--- config.mk ---
export PLATFORM = sky130hd
export DESIGN_NAME = one_wire_bus_master
export DESIGN_NICKNAME = d
export VERILOG_FILES = /design/src/rtl/owm_pkg.sv /design/src/rtl/one_wire_bus_master.sv /design/src/rtl/owm_cfg.sv
export VERILOG_INCLUDE_DIRS = /design/src /design/src/rtl
export SDC_FILE = /design/constraint.sdc
export NUM_CORES = 1
export LEC_CHECK = 0
export BUFFER_PORTS_ARGS = -buffer_cell sky130_fd_sc_hd__buf_2
export CORE_ASPECT_RATIO = 2
export CORE_MARGIN = 2
export CORE_UTILIZATION = 30
export CTS_CLUSTER_DIAMETER = 60
export DETAILED_ROUTE_END_ITERATION = 7
export PLACE_DENSITY = 0.53
export RECOVER_POWER = 50
export SYNTH_ARGS = -nofsm -noshare
export SYNTH_HDL_FRONTEND = slang
export SYNTH_HIERARCHICAL = 1
export SYNTH_SLANG_ARGS = --single-unit
--- constraint.sdc ---
create_clock -name clk_i -period 3.75 [get_ports clk_i]
set_input_delay 0.1875 -clock clk_i [delete_from_list [all_inputs] [get_ports clk_i]]
set_output_delay 0.1875 -clock clk_i [all_outputs]
set_load 0.01 [all_outputs]
--- src/rtl/assert_macros.svh ---
// ----------------------------------------------------------------------------
// Assertion macros
// Clocked property checks with reset disable, empty in synthesis.
// ----------------------------------------------------------------------------
`ifndef ASSERT_MACROS_SVH
`define ASSERT_MACROS_SVH

`ifndef SYNTHESIS
// property must hold at every clock edge outside reset
`define ASSERT_PROP(lbl, clk, rst_n, prop) \
  lbl: assert property (@(posedge clk) disable iff (!(rst_n)) (prop)) \
    else $error("assertion failed");
// expression must never be true outside reset
`define ASSERT_NEVER(lbl, clk, rst_n, expr) \
  lbl: assert property (@(posedge clk) disable iff (!(rst_n)) !(expr)) \
    else $error("forbidden condition seen");
`else
`define ASSERT_PROP(lbl, clk, rst_n, prop)
`define ASSERT_NEVER(lbl, clk, rst_n, expr)
`endif

`endif

--- src/rtl/owm_pkg.sv ---
// ----------------------------------------------------------------------------
// owm_pkg
// Shared types and constants of the 1-Wire bus master.
// ----------------------------------------------------------------------------
package owm_pkg;

  localparam int CFG_W   = 10;
  localparam int CFG_NUM = 8;
  localparam int CFG_IW  = 3;

  // register indexes
  localparam logic [CFG_IW-1:0] CFG_RESET_LOW   = 3'd0;
  localparam logic [CFG_IW-1:0] CFG_PRES_SAMPLE = 3'd1;
  localparam logic [CFG_IW-1:0] CFG_RESET_REL   = 3'd2;
  localparam logic [CFG_IW-1:0] CFG_WR1_LOW     = 3'd3;
  localparam logic [CFG_IW-1:0] CFG_WR0_LOW     = 3'd4;
  localparam logic [CFG_IW-1:0] CFG_RD_LOW      = 3'd5;
  localparam logic [CFG_IW-1:0] CFG_RD_SAMPLE   = 3'd6;
  localparam logic [CFG_IW-1:0] CFG_SLOT        = 3'd7;

  // power-on register values, index 0 in the low bits
  localparam logic [CFG_NUM-1:0][CFG_W-1:0] CFG_RESET_VAL = {
    10'd70, 10'd15, 10'd6, 10'd60, 10'd6, 10'd480, 10'd70, 10'd480
  };

  localparam int BITS_W = 4;
  localparam logic [BITS_W-1:0] BITS_PER_BYTE = 4'd8;

  typedef enum logic [1:0] {
    MODE_TICK  = 2'd0,
    MODE_RESET = 2'd1,
    MODE_WRITE = 2'd2,
    MODE_READ  = 2'd3
  } mode_e;

  typedef enum logic [2:0] {
    PH_IDLE = 3'd0,
    PH_RLOW = 3'd1,
    PH_RREL = 3'd2,
    PH_SLOT = 3'd3
  } phase_e;

  typedef struct packed {
    logic [1:0] mode;
    logic [7:0] data_byte;
    logic       line_level;
  } in_item_t;

  typedef struct packed {
    logic       drive_low;
    logic       busy_res;
    logic       done_res;
    logic       presence;
    logic [7:0] read_data;
    logic       command_ignored;
  } out_item_t;

endpackage

--- src/rtl/one_wire_bus_master.sv ---
// ----------------------------------------------------------------------------
// one_wire_bus_master
// 1-Wire master: reset/presence, byte write and byte read, one tick per beat.
// ----------------------------------------------------------------------------
// Each input beat is one microsecond tick; a nonzero mode also starts a reset,
// a byte write or a byte read when idle (ignored and flagged when busy), and
// that beat already counts as the first tick of the operation. Every input
// beat yields exactly one output beat carrying drive_low, busy, done, presence,
// read data and the ignored flag. Throughput is one beat per clock cycle
// unless the output stalls: a beat lands in the input register, the whole tick
// update (timer increment, limit compares, shift) runs in one pass from there
// into the state and the output register. Output stall backs up into the
// input register and then onto in_stall_o. Timing registers are written over
// the cfg port (always ready) and should only change while idle.
// ----------------------------------------------------------------------------
`include "assert_macros.svh"

module one_wire_bus_master import owm_pkg::*; #(
  parameter int TIMER_BITS = 10
) (
  input  logic              clk_i,
  input  logic              rst_ni,
  // tick / command beats
  input  logic              in_valid_i,
  output logic              in_stall_o,
  input  in_item_t          in_data_i,
  // result beats
  output logic              out_valid_o,
  input  logic              out_stall_i,
  output out_item_t         out_data_o,
  // timing register writes
  input  logic              cfg_valid_i,
  output logic              cfg_ready_o,
  input  logic [CFG_IW-1:0] cfg_index_i,
  input  logic [CFG_W-1:0]  cfg_data_i
);

  localparam logic [TIMER_BITS-1:0] TMAX = {TIMER_BITS{1'b1}};

  logic [CFG_NUM-1:0][TIMER_BITS-1:0] lim;

  assign cfg_ready_o = 1'b1;

  owm_cfg #(.TIMER_BITS(TIMER_BITS)) u_cfg (
    .clk_i      (clk_i),
    .rst_ni     (rst_ni),
    .wr_en_i    (cfg_valid_i),
    .wr_index_i (cfg_index_i),
    .wr_data_i  (cfg_data_i),
    .lim_o      (lim)
  );

  // --- handshake / pipeline control ---
  logic      in_valid_q, out_valid_q;
  in_item_t  in_q;
  out_item_t out_q, out_d;
  logic      adv, fire, in_acc;

  assign adv        = !out_valid_q || !out_stall_i; // result slot free this cycle
  assign fire       = in_valid_q && adv;            // tick is applied to state
  assign in_stall_o = in_valid_q && !adv;
  assign in_acc     = in_valid_i && !in_stall_o;

  always_ff @(posedge clk_i or negedge rst_ni) begin
    if (!rst_ni) begin
      in_valid_q  <= 1'b0;
      out_valid_q <= 1'b0;
    end else begin
      if (in_acc) in_valid_q <= 1'b1;
      else if (fire) in_valid_q <= 1'b0;
      if (fire) out_valid_q <= 1'b1;
      else if (!out_stall_i) out_valid_q <= 1'b0;
    end
  end

  always_ff @(posedge clk_i) begin
    if (in_acc) in_q <= in_data_i;
    if (fire) out_q <= out_d;
  end

  assign out_valid_o = out_valid_q;
  assign out_data_o  = out_q;

  // --- bus state ---
  phase_e              phase_q, phase_d;
  logic [TIMER_BITS-1:0] tmr_q, tmr_d;
  logic [BITS_W-1:0]   bits_q, bits_d;
  logic [7:0]          shift_q, shift_d;
  logic                rd_q, rd_d;
  logic                pres_q, pres_d;
  logic [7:0]          rdata_q, rdata_d;
  logic                drive_d;

  always_ff @(posedge clk_i or negedge rst_ni) begin
    if (!rst_ni) begin
      phase_q <= PH_IDLE;
      tmr_q   <= '0;
      bits_q  <= '0;
      shift_q <= '0;
      rd_q    <= 1'b0;
      pres_q  <= 1'b0;
      rdata_q <= '0;
    end else if (fire) begin
      phase_q <= phase_d;
      tmr_q   <= tmr_d;
      bits_q  <= bits_d;
      shift_q <= shift_d;
      rd_q    <= rd_d;
      pres_q  <= pres_d;
      rdata_q <= rdata_d;
    end
  end

  // --- one tick ---
  always_comb begin
    logic                  ignored, done;
    logic [TIMER_BITS-1:0] c, lowlen;
    phase_d = phase_q;
    tmr_d   = tmr_q;
    bits_d  = bits_q;
    shift_d = shift_q;
    rd_d    = rd_q;
    pres_d  = pres_q;
    rdata_d = rdata_q;
    drive_d = 1'b0;
    ignored = 1'b0;
    done    = 1'b0;
    lowlen  = '0;

    // start command; busy means ignore but keep ticking
    if (mode_e'(in_q.mode) != MODE_TICK) begin
      if (phase_q != PH_IDLE) begin
        ignored = 1'b1;
      end else begin
        tmr_d  = '0;
        bits_d = '0;
        if (mode_e'(in_q.mode) == MODE_RESET) begin
          phase_d = PH_RLOW;
          pres_d  = 1'b0;
        end else begin
          phase_d = PH_SLOT;
          rd_d    = (mode_e'(in_q.mode) == MODE_READ);
          shift_d = (mode_e'(in_q.mode) == MODE_WRITE) ? in_q.data_byte : 8'h00;
        end
      end
    end

    // saturating tick count within the segment
    c = (tmr_d == TMAX) ? TMAX : tmr_d + TIMER_BITS'(1);

    case (phase_d)
      PH_RLOW: begin
        drive_d = 1'b1;
        if (c >= lim[CFG_RESET_LOW]) begin
          phase_d = PH_RREL;
          tmr_d   = '0;
        end else begin
          tmr_d = c;
        end
      end
      PH_RREL: begin
        if (c == lim[CFG_PRES_SAMPLE]) pres_d = !in_q.line_level;
        if (c >= lim[CFG_RESET_REL]) begin
          phase_d = PH_IDLE;
          done    = 1'b1;
          tmr_d   = '0;
        end else begin
          tmr_d = c;
        end
      end
      PH_SLOT: begin
        if (rd_d) begin
          lowlen = lim[CFG_RD_LOW];
          if (c == TIMER_BITS'(1)) shift_d = {1'b0, shift_d[7:1]};
          if (c == lim[CFG_RD_SAMPLE] && in_q.line_level) shift_d[7] = 1'b1;
        end else begin
          lowlen = shift_d[0] ? lim[CFG_WR1_LOW] : lim[CFG_WR0_LOW];
        end
        drive_d = (c <= lowlen);
        if (c >= lim[CFG_SLOT]) begin
          tmr_d  = '0;
          bits_d = bits_d + BITS_W'(1);
          if (!rd_d) shift_d = {1'b0, shift_d[7:1]};
          if (bits_d >= BITS_PER_BYTE) begin
            phase_d = PH_IDLE;
            done    = 1'b1;
            if (rd_d) rdata_d = shift_d;
          end
        end else begin
          tmr_d = c;
        end
      end
      default: ;
    endcase

    out_d.drive_low       = drive_d;
    out_d.busy_res        = (phase_d != PH_IDLE);
    out_d.done_res        = done;
    out_d.presence        = pres_d;
    out_d.read_data       = rdata_d;
    out_d.command_ignored = ignored;
  end

  // --- checks ---
  `ASSERT_PROP(a_idle_timer_clear, clk_i, rst_ni, (phase_q == PH_IDLE) |-> (tmr_q == '0))
  `ASSERT_NEVER(a_bits_range, clk_i, rst_ni, bits_q > BITS_PER_BYTE)
  `ASSERT_PROP(a_fire_gives_beat, clk_i, rst_ni, fire |=> out_valid_q)
  `ASSERT_PROP(a_done_idle, clk_i, rst_ni, (out_valid_q && out_q.done_res) |-> !out_q.busy_res)

endmodule

--- src/rtl/owm_cfg.sv ---
// ----------------------------------------------------------------------------
// owm_cfg
// Timing register file; presents each limit clamped to 1..timer max.
// ----------------------------------------------------------------------------
module owm_cfg import owm_pkg::*; #(
  parameter int TIMER_BITS = 10
) (
  input  logic                                clk_i,
  input  logic                                rst_ni,
  input  logic                                wr_en_i,
  input  logic [CFG_IW-1:0]                   wr_index_i,
  input  logic [CFG_W-1:0]                    wr_data_i,
  output logic [CFG_NUM-1:0][TIMER_BITS-1:0]  lim_o
);

  localparam int LW = (TIMER_BITS > CFG_W) ? TIMER_BITS : CFG_W;
  localparam logic [LW-1:0] TMAX_L = LW'((64'd1 << TIMER_BITS) - 64'd1);

  logic [CFG_NUM-1:0][CFG_W-1:0] cfg_q;

  always_ff @(posedge clk_i or negedge rst_ni) begin
    if (!rst_ni) begin
      cfg_q <= CFG_RESET_VAL;
    end else if (wr_en_i) begin
      cfg_q[wr_index_i] <= wr_data_i;
    end
  end

  always_comb begin
    logic [LW-1:0] v;
    v = '0;
    for (int i = 0; i < CFG_NUM; i++) begin
      v = LW'(cfg_q[i]);
      if (v == '0) v = LW'(1);
      if (v > TMAX_L) v = TMAX_L;
      lim_o[i] = v[TIMER_BITS-1:0];
    end
  end

endmodule
==> Word level (Yosys, flattened, before mapping) <==
Cells that the tools add are included.
W data, S select, Z words.
{ "op_classes": {"n_reduce_logical": 23, "mux": 73, "addsub": 2, "n_lt_le_gt_ge": 15, "eq_ne": 11} }
{ "ops": {"columns": ["operator", "count"], "rows": [
  ["$mux W10", 26],
  ["$mux W8", 13],
  ["$bwmux W80", 1],
  ["$gt A10 B10 Y1 const B", 8],
  ["$logic_not A10 Y1", 8],
  ["$demux W10 S3", 1],
  ["$ge A10 B10 Y1", 3],
  ["$pmux W10 S3", 1],
  ["$eq A10 B10 Y1", 2],
  ["$mux W3", 6],
  ["$mux W1", 17],
  ["$mux W4", 4],
  ["$add A10 B1 Y10 const B", 1],
  ["$eq A10 B1 Y1 const B", 1],
  ["$eq A10 B10 Y1 const B", 1],
  ["$le A10 B10 Y1", 1],
  ["$pmux W3 S3", 1],
  ["$eq A3 B2 Y1 const B", 2],
  ["$reduce_bool A3 Y1", 2],
  ["$logic_and A1 B1 Y1", 5],
  ["$logic_not A1 Y1", 5],
  ["$add A4 B1 Y4 const B", 1],
  ["$eq A2 B2 Y1 const B", 2],
  ["$ge A4 B4 Y1 const B", 1],
  ["9 further kinds", 11]
]} }
{ "word_totals": {"out_inout_bits": 16, "regBits": 141, "word_cells": 150, "inputBits": 29} }

==> Depth between registers and ports, before layout <==
Gate-level depths: netlist of run 1.
{ "depth": {"ltp_word": 14, "mapped_depth": 18, "mapped_depth_nobuf": 15} }

==> Modules after synthesis <==
The synthesis of run 1 kept the hierarchy.
{ "by_module_without_submodules": {"columns": ["mod", "cells_each", "area_per_inst_um2", "seq_area_each_um2", "instances"], "rows": [
  ["one_wire_bus_master", 514, 4794.6, 1646.6, 1],
  ["owm_cfg", 279, 3656.0, 2034.5, 1]
]} }

==> Worst setup path before layout of run 1 <==
Ideal clock, no wire load.
{ "synth_timing": {"path_type": "register -> register", "from": "reg phase_q[0]", "to": "reg out_q, in the netlist out_data_o[12] (data pin)", "arrival_time_ns": 3.609, "setup_time_ns": 0.207, "synth_period_minus_slack_ns": 3.816, "setup_slack_ns": -0.066, "path_buffers": 3, "stages_incl_launch_ff": 18, "required_time_ns": 3.543, "cell_sequence": "dfrtp_1 > buf_6 > or4b_1 > buf_2 > a21oi_1 > buf_2 > mux2i_1 > nor2_1 > a21oi_1 > ha_1 > nor2b_1 > o21a_1 > o21a_1 > o21a_1 > o21ai_0 > a21oi_1 > o311a_1 > a2111oi_0"} }
{ "synth_via": {"elab_chain_cells": 8, "word_cells_on_any_way": 19, "classes_between": "add/sub (1); order compare (1); eq/ne (3); mux (13); reduce/logical (1)"} }
{ "synth_lines": {"columns": ["item", "line_no", "rtl"], "rows": [
  ["start, declared", "one_wire_bus_master.sv:85", "phase_e phase_q, phase_d;"],
  ["start signal, assigned", "one_wire_bus_master.sv:104", "phase_q <= phase_d;"],
  ["branches (longest 7 deep; another with $add A10 B1 Y10)", null, null],
  ["$pmux W1 S2 *", "one_wire_bus_master.sv:151", "case (phase_d)"],
  ["end signal, assigned", "one_wire_bus_master.sv:78", "if (fire) out_q <= out_d;"],
  ["end, declared", "one_wire_bus_master.sv:56", "out_item_t out_q, out_d;"]
]} }
Every way passes the cells marked *. The select of a mux whose other input is x is not followed.
A chain may end at the register's enable or synchronous reset.

==> Worst setup path after layout of run 1 <==
{ "layout_timing": {"from": "reg tmr_q[2]", "to": "reg tmr_q[8]"} }
{ "layout_via": {"elab_chain_cells": 7, "word_cells_on_any_way": 12, "classes_between": "add/sub (1); order compare (3); eq/ne (1); mux (7)"} }
{ "layout_lines": {"columns": ["item", "line_no", "rtl"], "rows": [
  ["start, declared", "one_wire_bus_master.sv:86", "logic [TIMER_BITS-1:0] tmr_q, tmr_d;"],
  ["start signal, assigned", "one_wire_bus_master.sv:105", "tmr_q <= tmr_d;"],
  ["$mux W10", "one_wire_bus_master.sv:132", "if (phase_q != PH_IDLE) begin"],
  ["$mux W10 *", "one_wire_bus_master.sv:131", "if (mode_e'(in_q.mode) != MODE_TICK) begin"],
  ["$add A10 B1 Y10 / $eq A10 B10 Y1 (equally long branches)", "one_wire_bus_master.sv:149", "c = (tmr_d == TMAX) ? TMAX : tmr_d + TIMER_BITS'(1);"],
  ["$mux W10 *", "one_wire_bus_master.sv:149", null],
  ["$ge A10 B10 Y1 (on tied branches)", "one_wire_bus_master.sv:180, one_wire_bus_master.sv:154, one_wire_bus_master.sv:163", null],
  ["$mux W10 (on tied branches)", "one_wire_bus_master.sv:180, one_wire_bus_master.sv:154, one_wire_bus_master.sv:163", null],
  ["$pmux W10 S3 *", "one_wire_bus_master.sv:151", null]
]} }
Mark *: on every way between the ends. The rest lies on a longest branch, timed or not.

==> key figures, run 1 <==
Place
  – DP Worst Slack: ~0.036 ns
  – Post-DP HPWL: about 18000 um
  – GP Congestion: 0.894
  – Placed cell area: between 9000 and 10000 sq um
  – Number of I/O port buffers: 43

Drt
  – Pre-antenna DRT Iters: 4
  – Post-DR vias/cell: roughly 5
  – ANT nets after route: 0
  – Final WL: between 20000 and 25000 um
  – Drt first-iter violations: ~300
  – DRC errors left: 0
  – WL/cell: 20.0 um
  – Vias: between 6000 and 7000

Worst hold path
  – Hold Path End: u_cfg/cfg_q[23]$_DFFE_PN0P_
  – WHS Path Cells: 2
  – Tightest Hold Check Type: in2reg
  – Hold_sp: cfg_data_i[3]

Power and ir drop
  – P_leak: ~0.0044 uW
  – Pwr Total: slightly above 6000 uW
  – Sw Share: 34.7%
  – Net Switching: around 2100 uW
  – Sequential fraction of design power: between 30% and 40%
  – Gate power share: between 30% and 40%
  – Int Power: 4030 uW
  – PwrDens: 629 nW/um^2
  – Worst IR Drop VDD: between 0.0003 and 0.0004 V
  – Clk pwr share: 28.7%

Synthesis
  – Number of synthesized flops with an enable pin: 24
  – Top-area cell type share of the netlist area: approximately 27%
  – Post-synthesis mux area share: between 10% and 20%
  – Synth cell types: 80
  – Yosys warns: 6
  – Post-synthesis async set-or-reset flop share: 83.0%
  – Dominant cells by area after synthesis: dfrtp_1, mux2_2, edfxtp_1
  – Most used flip-flop cell after synthesis: dfrtp_1
  – Post-synth top cells: dfrtp_1, clkbuf_1, mux2_2
  – Area share of fa/ha/maj cells after synthesis: a little over 6%
  – Syn Std Cell Area: ~8500 sq um
  – Area share of xor/xnor cells in the synthesized design: 1.66%
  – Compound-gate portion of the synthesized area: ~12%
  – #FFs+latches synth: about 140
  – Sequential share of the synthesized area: between 40% and 50%
  – Mean Syn Cell Area: around 11 sq um
  – Post-Syn Instances: ~790
  – Top-count cell post-synth: dfrtp_1
  – Synth Area in Simple Gates: about an eighth
  – Area leader, netlist: dfrtp_1
  – Syn nets: about 860
  – Main combinational cell family by area after synthesis: multiplexers

Layout
  – Antenna diodes: 0
  – Synthesis-to-layout area growth: 16.0%
  – Finished Cell Area: between 9000 and 10000 sq um
  – Fraction of layout cells with a size suffix above 1: 30.3%
  – Layout fillers: about 2800
  – Nets: 894

Worst setup path
  – Reg2Reg Depth: 14
  – Worst R2R Start: tmr_q[2]$_DFFE_PN0P_
  – Slowest stage delay, CP: ~0.54 ns
  – Critical path data required time: between 4 and 5 ns
  – CP Max Fanout: 10
  – Nature of the critical path endpoint: flip-flop
  – Kind of critical path: reg2reg
  – Worst reg-to-reg setup slack: roughly 0.21 ns
  – Slowest CP cell: a2111oi_2
  – Critical R2R Capture: tmr_q[8]$_DFFE_PN0P_
  – Crit-path cells: nand4_4 > or3_1 > and3_1 > buf_4 > ha_1 > nand2b_1 > a21oi_1 > nor2b_1 > o2111ai_1 > a31oi_1 > nor3_1 > a2111oi_2 > buf_12 > nor2_1
  – Startpoint Class: flip-flop
  – Worst endpoint data arrival time: 3.87 ns

Die
  – Core area: about 28000 sq um
  – Num rows: 86
  – # IOs: 45
  – Die Ht: ~240 um
  – Die X: between 100 and 150 um
  – Initial Util: 30.6%
  – Die Footprint: between 20000 and 30000 sq um

STA
  – Final setup viols: 0
  – RSZ-0062 raised after global routing: false
  – Worst Max-Slew Pin Slew: 1.74 ns
  – Slew headroom: -16.2%
  – Crit share post-route: 94.4%
  – Fmax: between 200 and 300 MHz
  – Worst Skew: 0.00848 ns
  – Tmin final: ~3.5 ns
  – Final worst setup slack: roughly 0.21 ns
  – Max-slew violation total from the final report: 65
  – Fin. Hold Viols: 0

Clock network
  – CTS tree: yes
  – Root Buffer: clkbuf_16
  – Clock transition at path regs: around 0.060 ns
  – Longest Clk Path Bufs: 2
  – CTS H-tree lvls: 4
  – Skew-Pair Late Insertion Delay: roughly 0.45 ns
  – Post CTS Setup Buffer Count: 0
  – CTS buffer count: 17
  – CTS sink cnt: approximately 140

Outcome
  – Status: finished, violations left
  – Failing checks: capacitance limit, slew limit

Global routing
  – Largest net degree at the start of global routing: 65
  – Initial antenna violation count: 0
  – First-pass GRT wire length: approximately 37000 um
  – Grt total ovfl: 0
  – Vias in the first global route: around 6500
  – Overall routing resource usage: 17.2%

Job
  – Max Cap Violations: 1
-- registers in the layout (all words and copies together) (netlist names) --
signal	flops
u_cfg/cfg_q	80
out_data_o	13
in_q	11
tmr_q	10
rdata_q	8
shift_q	8
bits_q	4
phase_q	3
in_valid_q	1
out_valid_o	1
pres_q	1
rd_q	1
-- cells by family after synthesis --
kind of cell    count (synthesis)
flops                         141
fa+ha+maj                      41
simple gates                  190
compound gates                137
mux                           120
buf+inv                       147
other cells                     1
xor+xnor                       16
-- how the worst max path moves through the flow --
stage                                              end                    from  slack [ns]
final                             tmr_q[8]$_DFFE_PN0P_    tmr_q[2]$_DFFE_PN0P_        0.21
after global routing              tmr_q[4]$_DFFE_PN0P_    tmr_q[2]$_DFFE_PN0P_       0.004
after CTS                      out_data_o[5]$_DFFE_PP_    tmr_q[1]$_DFFE_PN0P_        0.02
after detailed placement  out_data_o[12]$_SDFFCE_PN0P_  phase_q[2]$_DFFE_PN0P_        0.04
after global placement         out_data_o[3]$_DFFE_PP_    tmr_q[4]$_DFFE_PN0P_        0.07
after floorplan           out_data_o[12]$_SDFFCE_PN0P_  phase_q[0]$_DFFE_PN0P_      -0.001
-- worst max-delay path, delay by kind of cell (launching register included) --
family / cells / cell delay [ns]
simple gates: 7 / 1.29
flops: 1 / 0.44
compound gates: 4 / 1.02
buf+inv: 2 / 0.38
fa+ha+maj: 1 / 0.28
-- cell usage in the layout, fill, tap and decap left out, types with 9 or more instances in the layout --
cell type / count
xor2_1: 9
buf_2: 26
buf_4: 61
ha_1: 41
nor4_1: 11
mux2_1: 28
nor3_1: 17
dfstp_2: 26
mux2_2: 66
nand3_1: 14
nor2_1: 48
nand2_1: 27
dfrtp_1: 87
o21ai_0: 18
nor2b_1: 11
mux2i_1: 23
clkbuf_16: 19
dlygate4sd3_1: 14
edfxtp_1: 24
a21oi_1: 42
clkbuf_1: 21
a31oi_1: 10
inv_1: 37
-- routing by layer --
layer  vias up  GRT usage, %  share of wire [%]
met3        49          2.85                2.2
met1      2977          16.3                 36
met4         0          11.3                5.4
met5         -             0                  0
met2       124          33.0                 56
li1       2865             -                  -
-- power by group through the flow --
stage               Sequential [uW]  Clock (uW)  Combinational [uW]
CTS                            2150        1810                2300
finish                         2150        1770                2250
detailed placement             2180           0                2280
floorplan                      2080           0                1620
global route                   2190        1880                2480
global placement               2170           0                2260
-- final cells by class --
class                      count  area [sq um]  share of cell area, %
multi-input combinational    505          4080                   41.6
sequential                   141          3690                   37.6
timing repair buffer         121           837                   8.54
clock buffer                  25           518                   5.28
tap                          352           440                   4.49
inverter                      38           143                   1.45
clock inverter                 7          97.6                  0.995
-- through the flow --
stage               cells  setup TNS, ns  hold WS, ns  utilization, %
finish               1189              0        0.176            35.5
floorplan             793       -0.00132       -0.108               -
CTS                  1189              0        0.186            35.8
global placement     1143              0        0.367            33.0
global route         1189              0        0.167            35.5
detailed placement   1143              0        0.367            33.0
-- what timing repair did --
| action | CTS | global route |
|---|---|---|
| hold buffers | 14 | 0 |
| hold endpoints to repair | 61 | 0 |
| endpoints found under the setup margin | 1 | 28 |
| pin swaps | 0 | 2 |
| gates resized for setup | 2 | 18 |
No activity file was read; power rests on OpenSTA's default activity.
==> run 2: changes to the inputs <==
--- a/config.mk
+++ b/config.mk
@@ -6,13 +6,13 @@
 export SDC_FILE = /design/constraint.sdc
 export NUM_CORES = 1
 export LEC_CHECK = 0
-export BUFFER_PORTS_ARGS = -buffer_cell sky130_fd_sc_hd__buf_2
 export CORE_ASPECT_RATIO = 2
 export CORE_MARGIN = 2
 export CORE_UTILIZATION = 30
 export CTS_CLUSTER_DIAMETER = 60
 export DETAILED_ROUTE_END_ITERATION = 7
-export PLACE_DENSITY = 0.53
+export DONT_BUFFER_PORTS = 1
+export PLACE_DENSITY = 0.51
 export RECOVER_POWER = 50
 export SYNTH_ARGS = -nofsm -noshare
 export SYNTH_HDL_FRONTEND = slang
==> run 2 against run 1 <==
The run now ends clean. Via count down 1.0%. Core utilization about the same. Sequential cell count unchanged. Non-clock buffer count down 35. Die area unchanged. First-iteration DRC count up 2.3%. Global-route usage up 0.060 points. Power down 0.62%. Clock-buffer cell count down 5. Critical endpoint is now out_data_o[12]$_SDFFCE_PN0P_. Largest cell class unchanged.
==> key figures, run 2 (synthesis results as in run 1) <==
STA
  – Fmax: 278 MHz (was 282 MHz)
  – Worst Max-Slew Pin Slew: 0.784 ns (was 1.74 ns)
  – Slew headroom: 47.4% (was -16.2%)
  – Fin. Hold Viols: 0 (unchanged)
  – Crit share post-route: 95.9% (was 94.4%)
  – Setup TNS: 0 ns (unchanged)
  – RSZ-0062 raised after global routing: true (was false)
  – Tmin final: 3.60 ns (was 3.54 ns)
  – Worst Skew: 0.0109 ns (was 0.00848 ns)
  – Hold slack: 0.203 ns (was 0.176 ns)
  – Final setup viols: 0 (unchanged)
  – Max-slew violation total from the final report: 0 (was 65)

Drt
  – Drt first-iter violations: 310 (was 303)
  – Pre-antenna DRT Iters: 6 (was 4)
  – DRC errors left: 0 (unchanged)
  – Vias: 5952 (was 6015)
  – ANT nets after route: 0 (unchanged)
  – Final WL: 24200 um (was 23800 um)
  – WL/cell: 21.0 um (was 20.0 um)
  – Post-DR vias/cell: 5.15 (was 5.06)

Die
  – Die Ht: 241 um (unchanged)
  – # IOs: 45 (unchanged)
  – Core area: 27700 sq um (unchanged)
  – Initial Util: 30.6% (unchanged)
  – Die Footprint: 29600 sq um (unchanged)
  – Num rows: 86 (unchanged)
  – Die X: 123 um (unchanged)

Worst hold path
  – Tightest Hold Check Type: in2reg (unchanged)
  – WHS Path Cells: 2 (unchanged)

Clock network
  – Longest Clk Path Bufs: 2 (unchanged)
  – Root Buffer: clkbuf_16 (unchanged)
  – Clock transition at path regs: 0.06 ns (about the same)
  – CTS buffer count: 17 (unchanged)
  – CTS tree: yes (unchanged)
  – CTS sink cnt: 141 (unchanged)
  – Skew-Pair Late Insertion Delay: 0.44 ns (was 0.45 ns)
  – CTS H-tree lvls: 4 (unchanged)

Worst setup path
  – Reg2Reg Depth: 14 (unchanged)
  – Worst endpoint data arrival time: 3.83 ns (was 3.87 ns)
  – Critical path data required time: 3.98 ns (was 4.08 ns)
  – Bufs and invs on worst path: 1 (was 2)
  – Crit. path cell count: 14 (unchanged)
  – CP dominant cell by count: o21a_1
  – Crit-path cells: or4b_4 > a21oi_2 > buf_6 > mux2i_1 > nor2_1 > a21oi_1 > ha_1 > o21a_1 > o21a_1 > o21a_1 > o21ai_0 > a21oi_1 > o311a_1 > a2111oi_0 (was nand4_4 > or3_1 > and3_1 > buf_4 > ha_1 > nand2b_1 > a21oi_1 > nor2b_1 > o2111ai_1 > a31oi_1 > nor3_1 > a2111oi_2 > buf_12 > nor2_1)
  – Nature of the critical path endpoint: flip-flop (unchanged)
  – Slowest CP cell: or4b_4 (was a2111oi_2)
  – Cell family with most CP delay: compound AO/OA/AOI/OAI gates (was simple AND/OR/NAND/NOR gates)
  – Startpoint Class: flip-flop (unchanged)
  – Slowest stage delay, CP: 0.58 ns (was 0.54 ns)
  – CP Max Fanout: 8 (was 10)
  – Kind of critical path: reg2reg (unchanged)

Place
  – Post-DP HPWL: 18200 um (was 18300 um)
  – GP Congestion: 0.882 (was 0.894)
  – Placed cell area: 8880 sq um (was 9130 sq um)
  – Number of I/O port buffers: 0 (was 43)

Global routing
  – Overall routing resource usage: 17.3% (was 17.2%)
  – Initial antenna violation count: 1 (was 0)
  – Largest net degree at the start of global routing: 118 (was 65)
  – Vias in the first global route: 6202 (was 6536)
  – First-pass GRT wire length: 36900 um (was 37100 um)
  – Grt total ovfl: 0 (unchanged)

Layout
  – Reg with most FFs: u_cfg/cfg_q (unchanged)
  – Synthesis-to-layout area growth: 16.0% (about the same)
  – Nets: 859 (was 894)
  – Core Util, Final: 35.4% (was 35.5%)
  – Commonest cells after routing, fill and taps aside: dfrtp_1, mux2_2, buf_4 (unchanged)
  – Fraction of layout cells with a size suffix above 1: 31.3% (was 30.3%)
  – Finished Cell Area: 9800 sq um (about the same)
  – Commonest non-fill, non-tap cell in the layout: dfrtp_1 (unchanged)
  – Number of flip-flops in the largest register: 80 (unchanged)

Power and ir drop
  – Sw Share: 36.1% (was 34.7%)
  – Net Switching: 2210 uW (was 2140 uW)
  – Worst IR Drop VDD: 0.000390 V (was 0.000396 V)
  – PwrDens: 626 nW/um^2 (was 629 nW/um^2)
  – Sequential fraction of design power: 35.5% (was 34.8%)
  – Int Power: 3920 uW (was 4030 uW)
  – P_leak: 0.00437 uW (was 0.00439 uW)
  – Clk pwr share: 27.2% (was 28.7%)
  – Gate power share: 37.3% (was 36.5%)

Outcome
  – Status: complete, no violations (was finished, violations left)

Job
  – Max Cap Violations: 0 (was 1)
## run 2: cell count changes in the layout (fill, tap and decap cells not counted), moves of 4 or more
cell	previous run	this run
buf_2	26	0
dfrtp_2	4	0
mux2_4	3	30
clkbuf_1	21	0
buf_4	61	56
mux2_1	28	0
dfrtp_1	87	91
dlygate4sd3_1	14	25
## run 2: metrics by stage
step           total power [uW]  setup WS, ns  cells
3_3_place_gp               4350         0.134   1094
2_1_floorplan              3710      -0.00132    793
4_1_cts                    6150       0.00973   1152
5_1_grt                    6510       -0.0183   1155
3_5_place_dp               4370        0.0289   1094
6_report                   6130         0.154   1155
## run 2: cell type report
cell class                 instances  area (sq um)
antenna                            1          2.50
clock buffer                      20           489
clock inverter                    12          97.6
fill                            2741         17900
inverter                          38           143
multi-input combinational        505          4180
sequential                       141          3680
tap                              352           440
timing repair buffer              86           769
## run 2: worst paths after layout
kind / startpoint / endpoint / slack (ns)
worst max-delay path: phase_q[2]$_DFFE_PN0P_ / out_data_o[12]$_SDFFCE_PN0P_ / 0.15
worst min-delay path: cfg_index_i[0] / u_cfg/cfg_q[78]$_DFFE_PN0P_ / 0.20
worst max register to register: phase_q[2]$_DFFE_PN0P_ / out_data_o[12]$_SDFFCE_PN0P_ / 0.15
worst min register to register: in_valid_q$_DFFE_PN0P_ / out_valid_o$_DFFE_PN0P_ / 0.48
max in group asynchronous: rst_ni / bits_q[0]$_DFFE_PN0P_ / 2.89
min in group asynchronous: rst_ni / u_cfg/cfg_q[64]$_DFFE_PN0P_ / 0.32
## run 2: timing repair
| action | 4_1_cts | 5_1_grt |
|---|---|---|
| hold buffers | 26 | 0 |
| buffers inserted | 0 | 2 |
| endpoints found under the hold margin | 210 | 0 |
| resized for setup | 0 | 11 |
| setup endpoints to repair | 0 | 29 |
## run 2: power groups by stage
stage	sequential [uW]	clock (uW)	combinational (uW)
after global placement	2210	0	2140
after CTS	2180	1720	2250
after detailed placement	2210	0	2160
after floorplan	2080	0	1620
final	2180	1670	2280
after global routing	2220	1780	2520
## run 2: per-layer routing
layer / part of all wire, % / wire length, um / vias up / GRT usage (%)
li1: - / - / 2793 / -
met1: 35 / 8360 / 2949 / 16.3
met2: 56 / 13600 / 146 / 33.0
met3: 3.3 / 789 / 64 / 3.06
met4: 6.2 / 1500 / 0 / 11.4
met5: 0 / 0 / - / 0
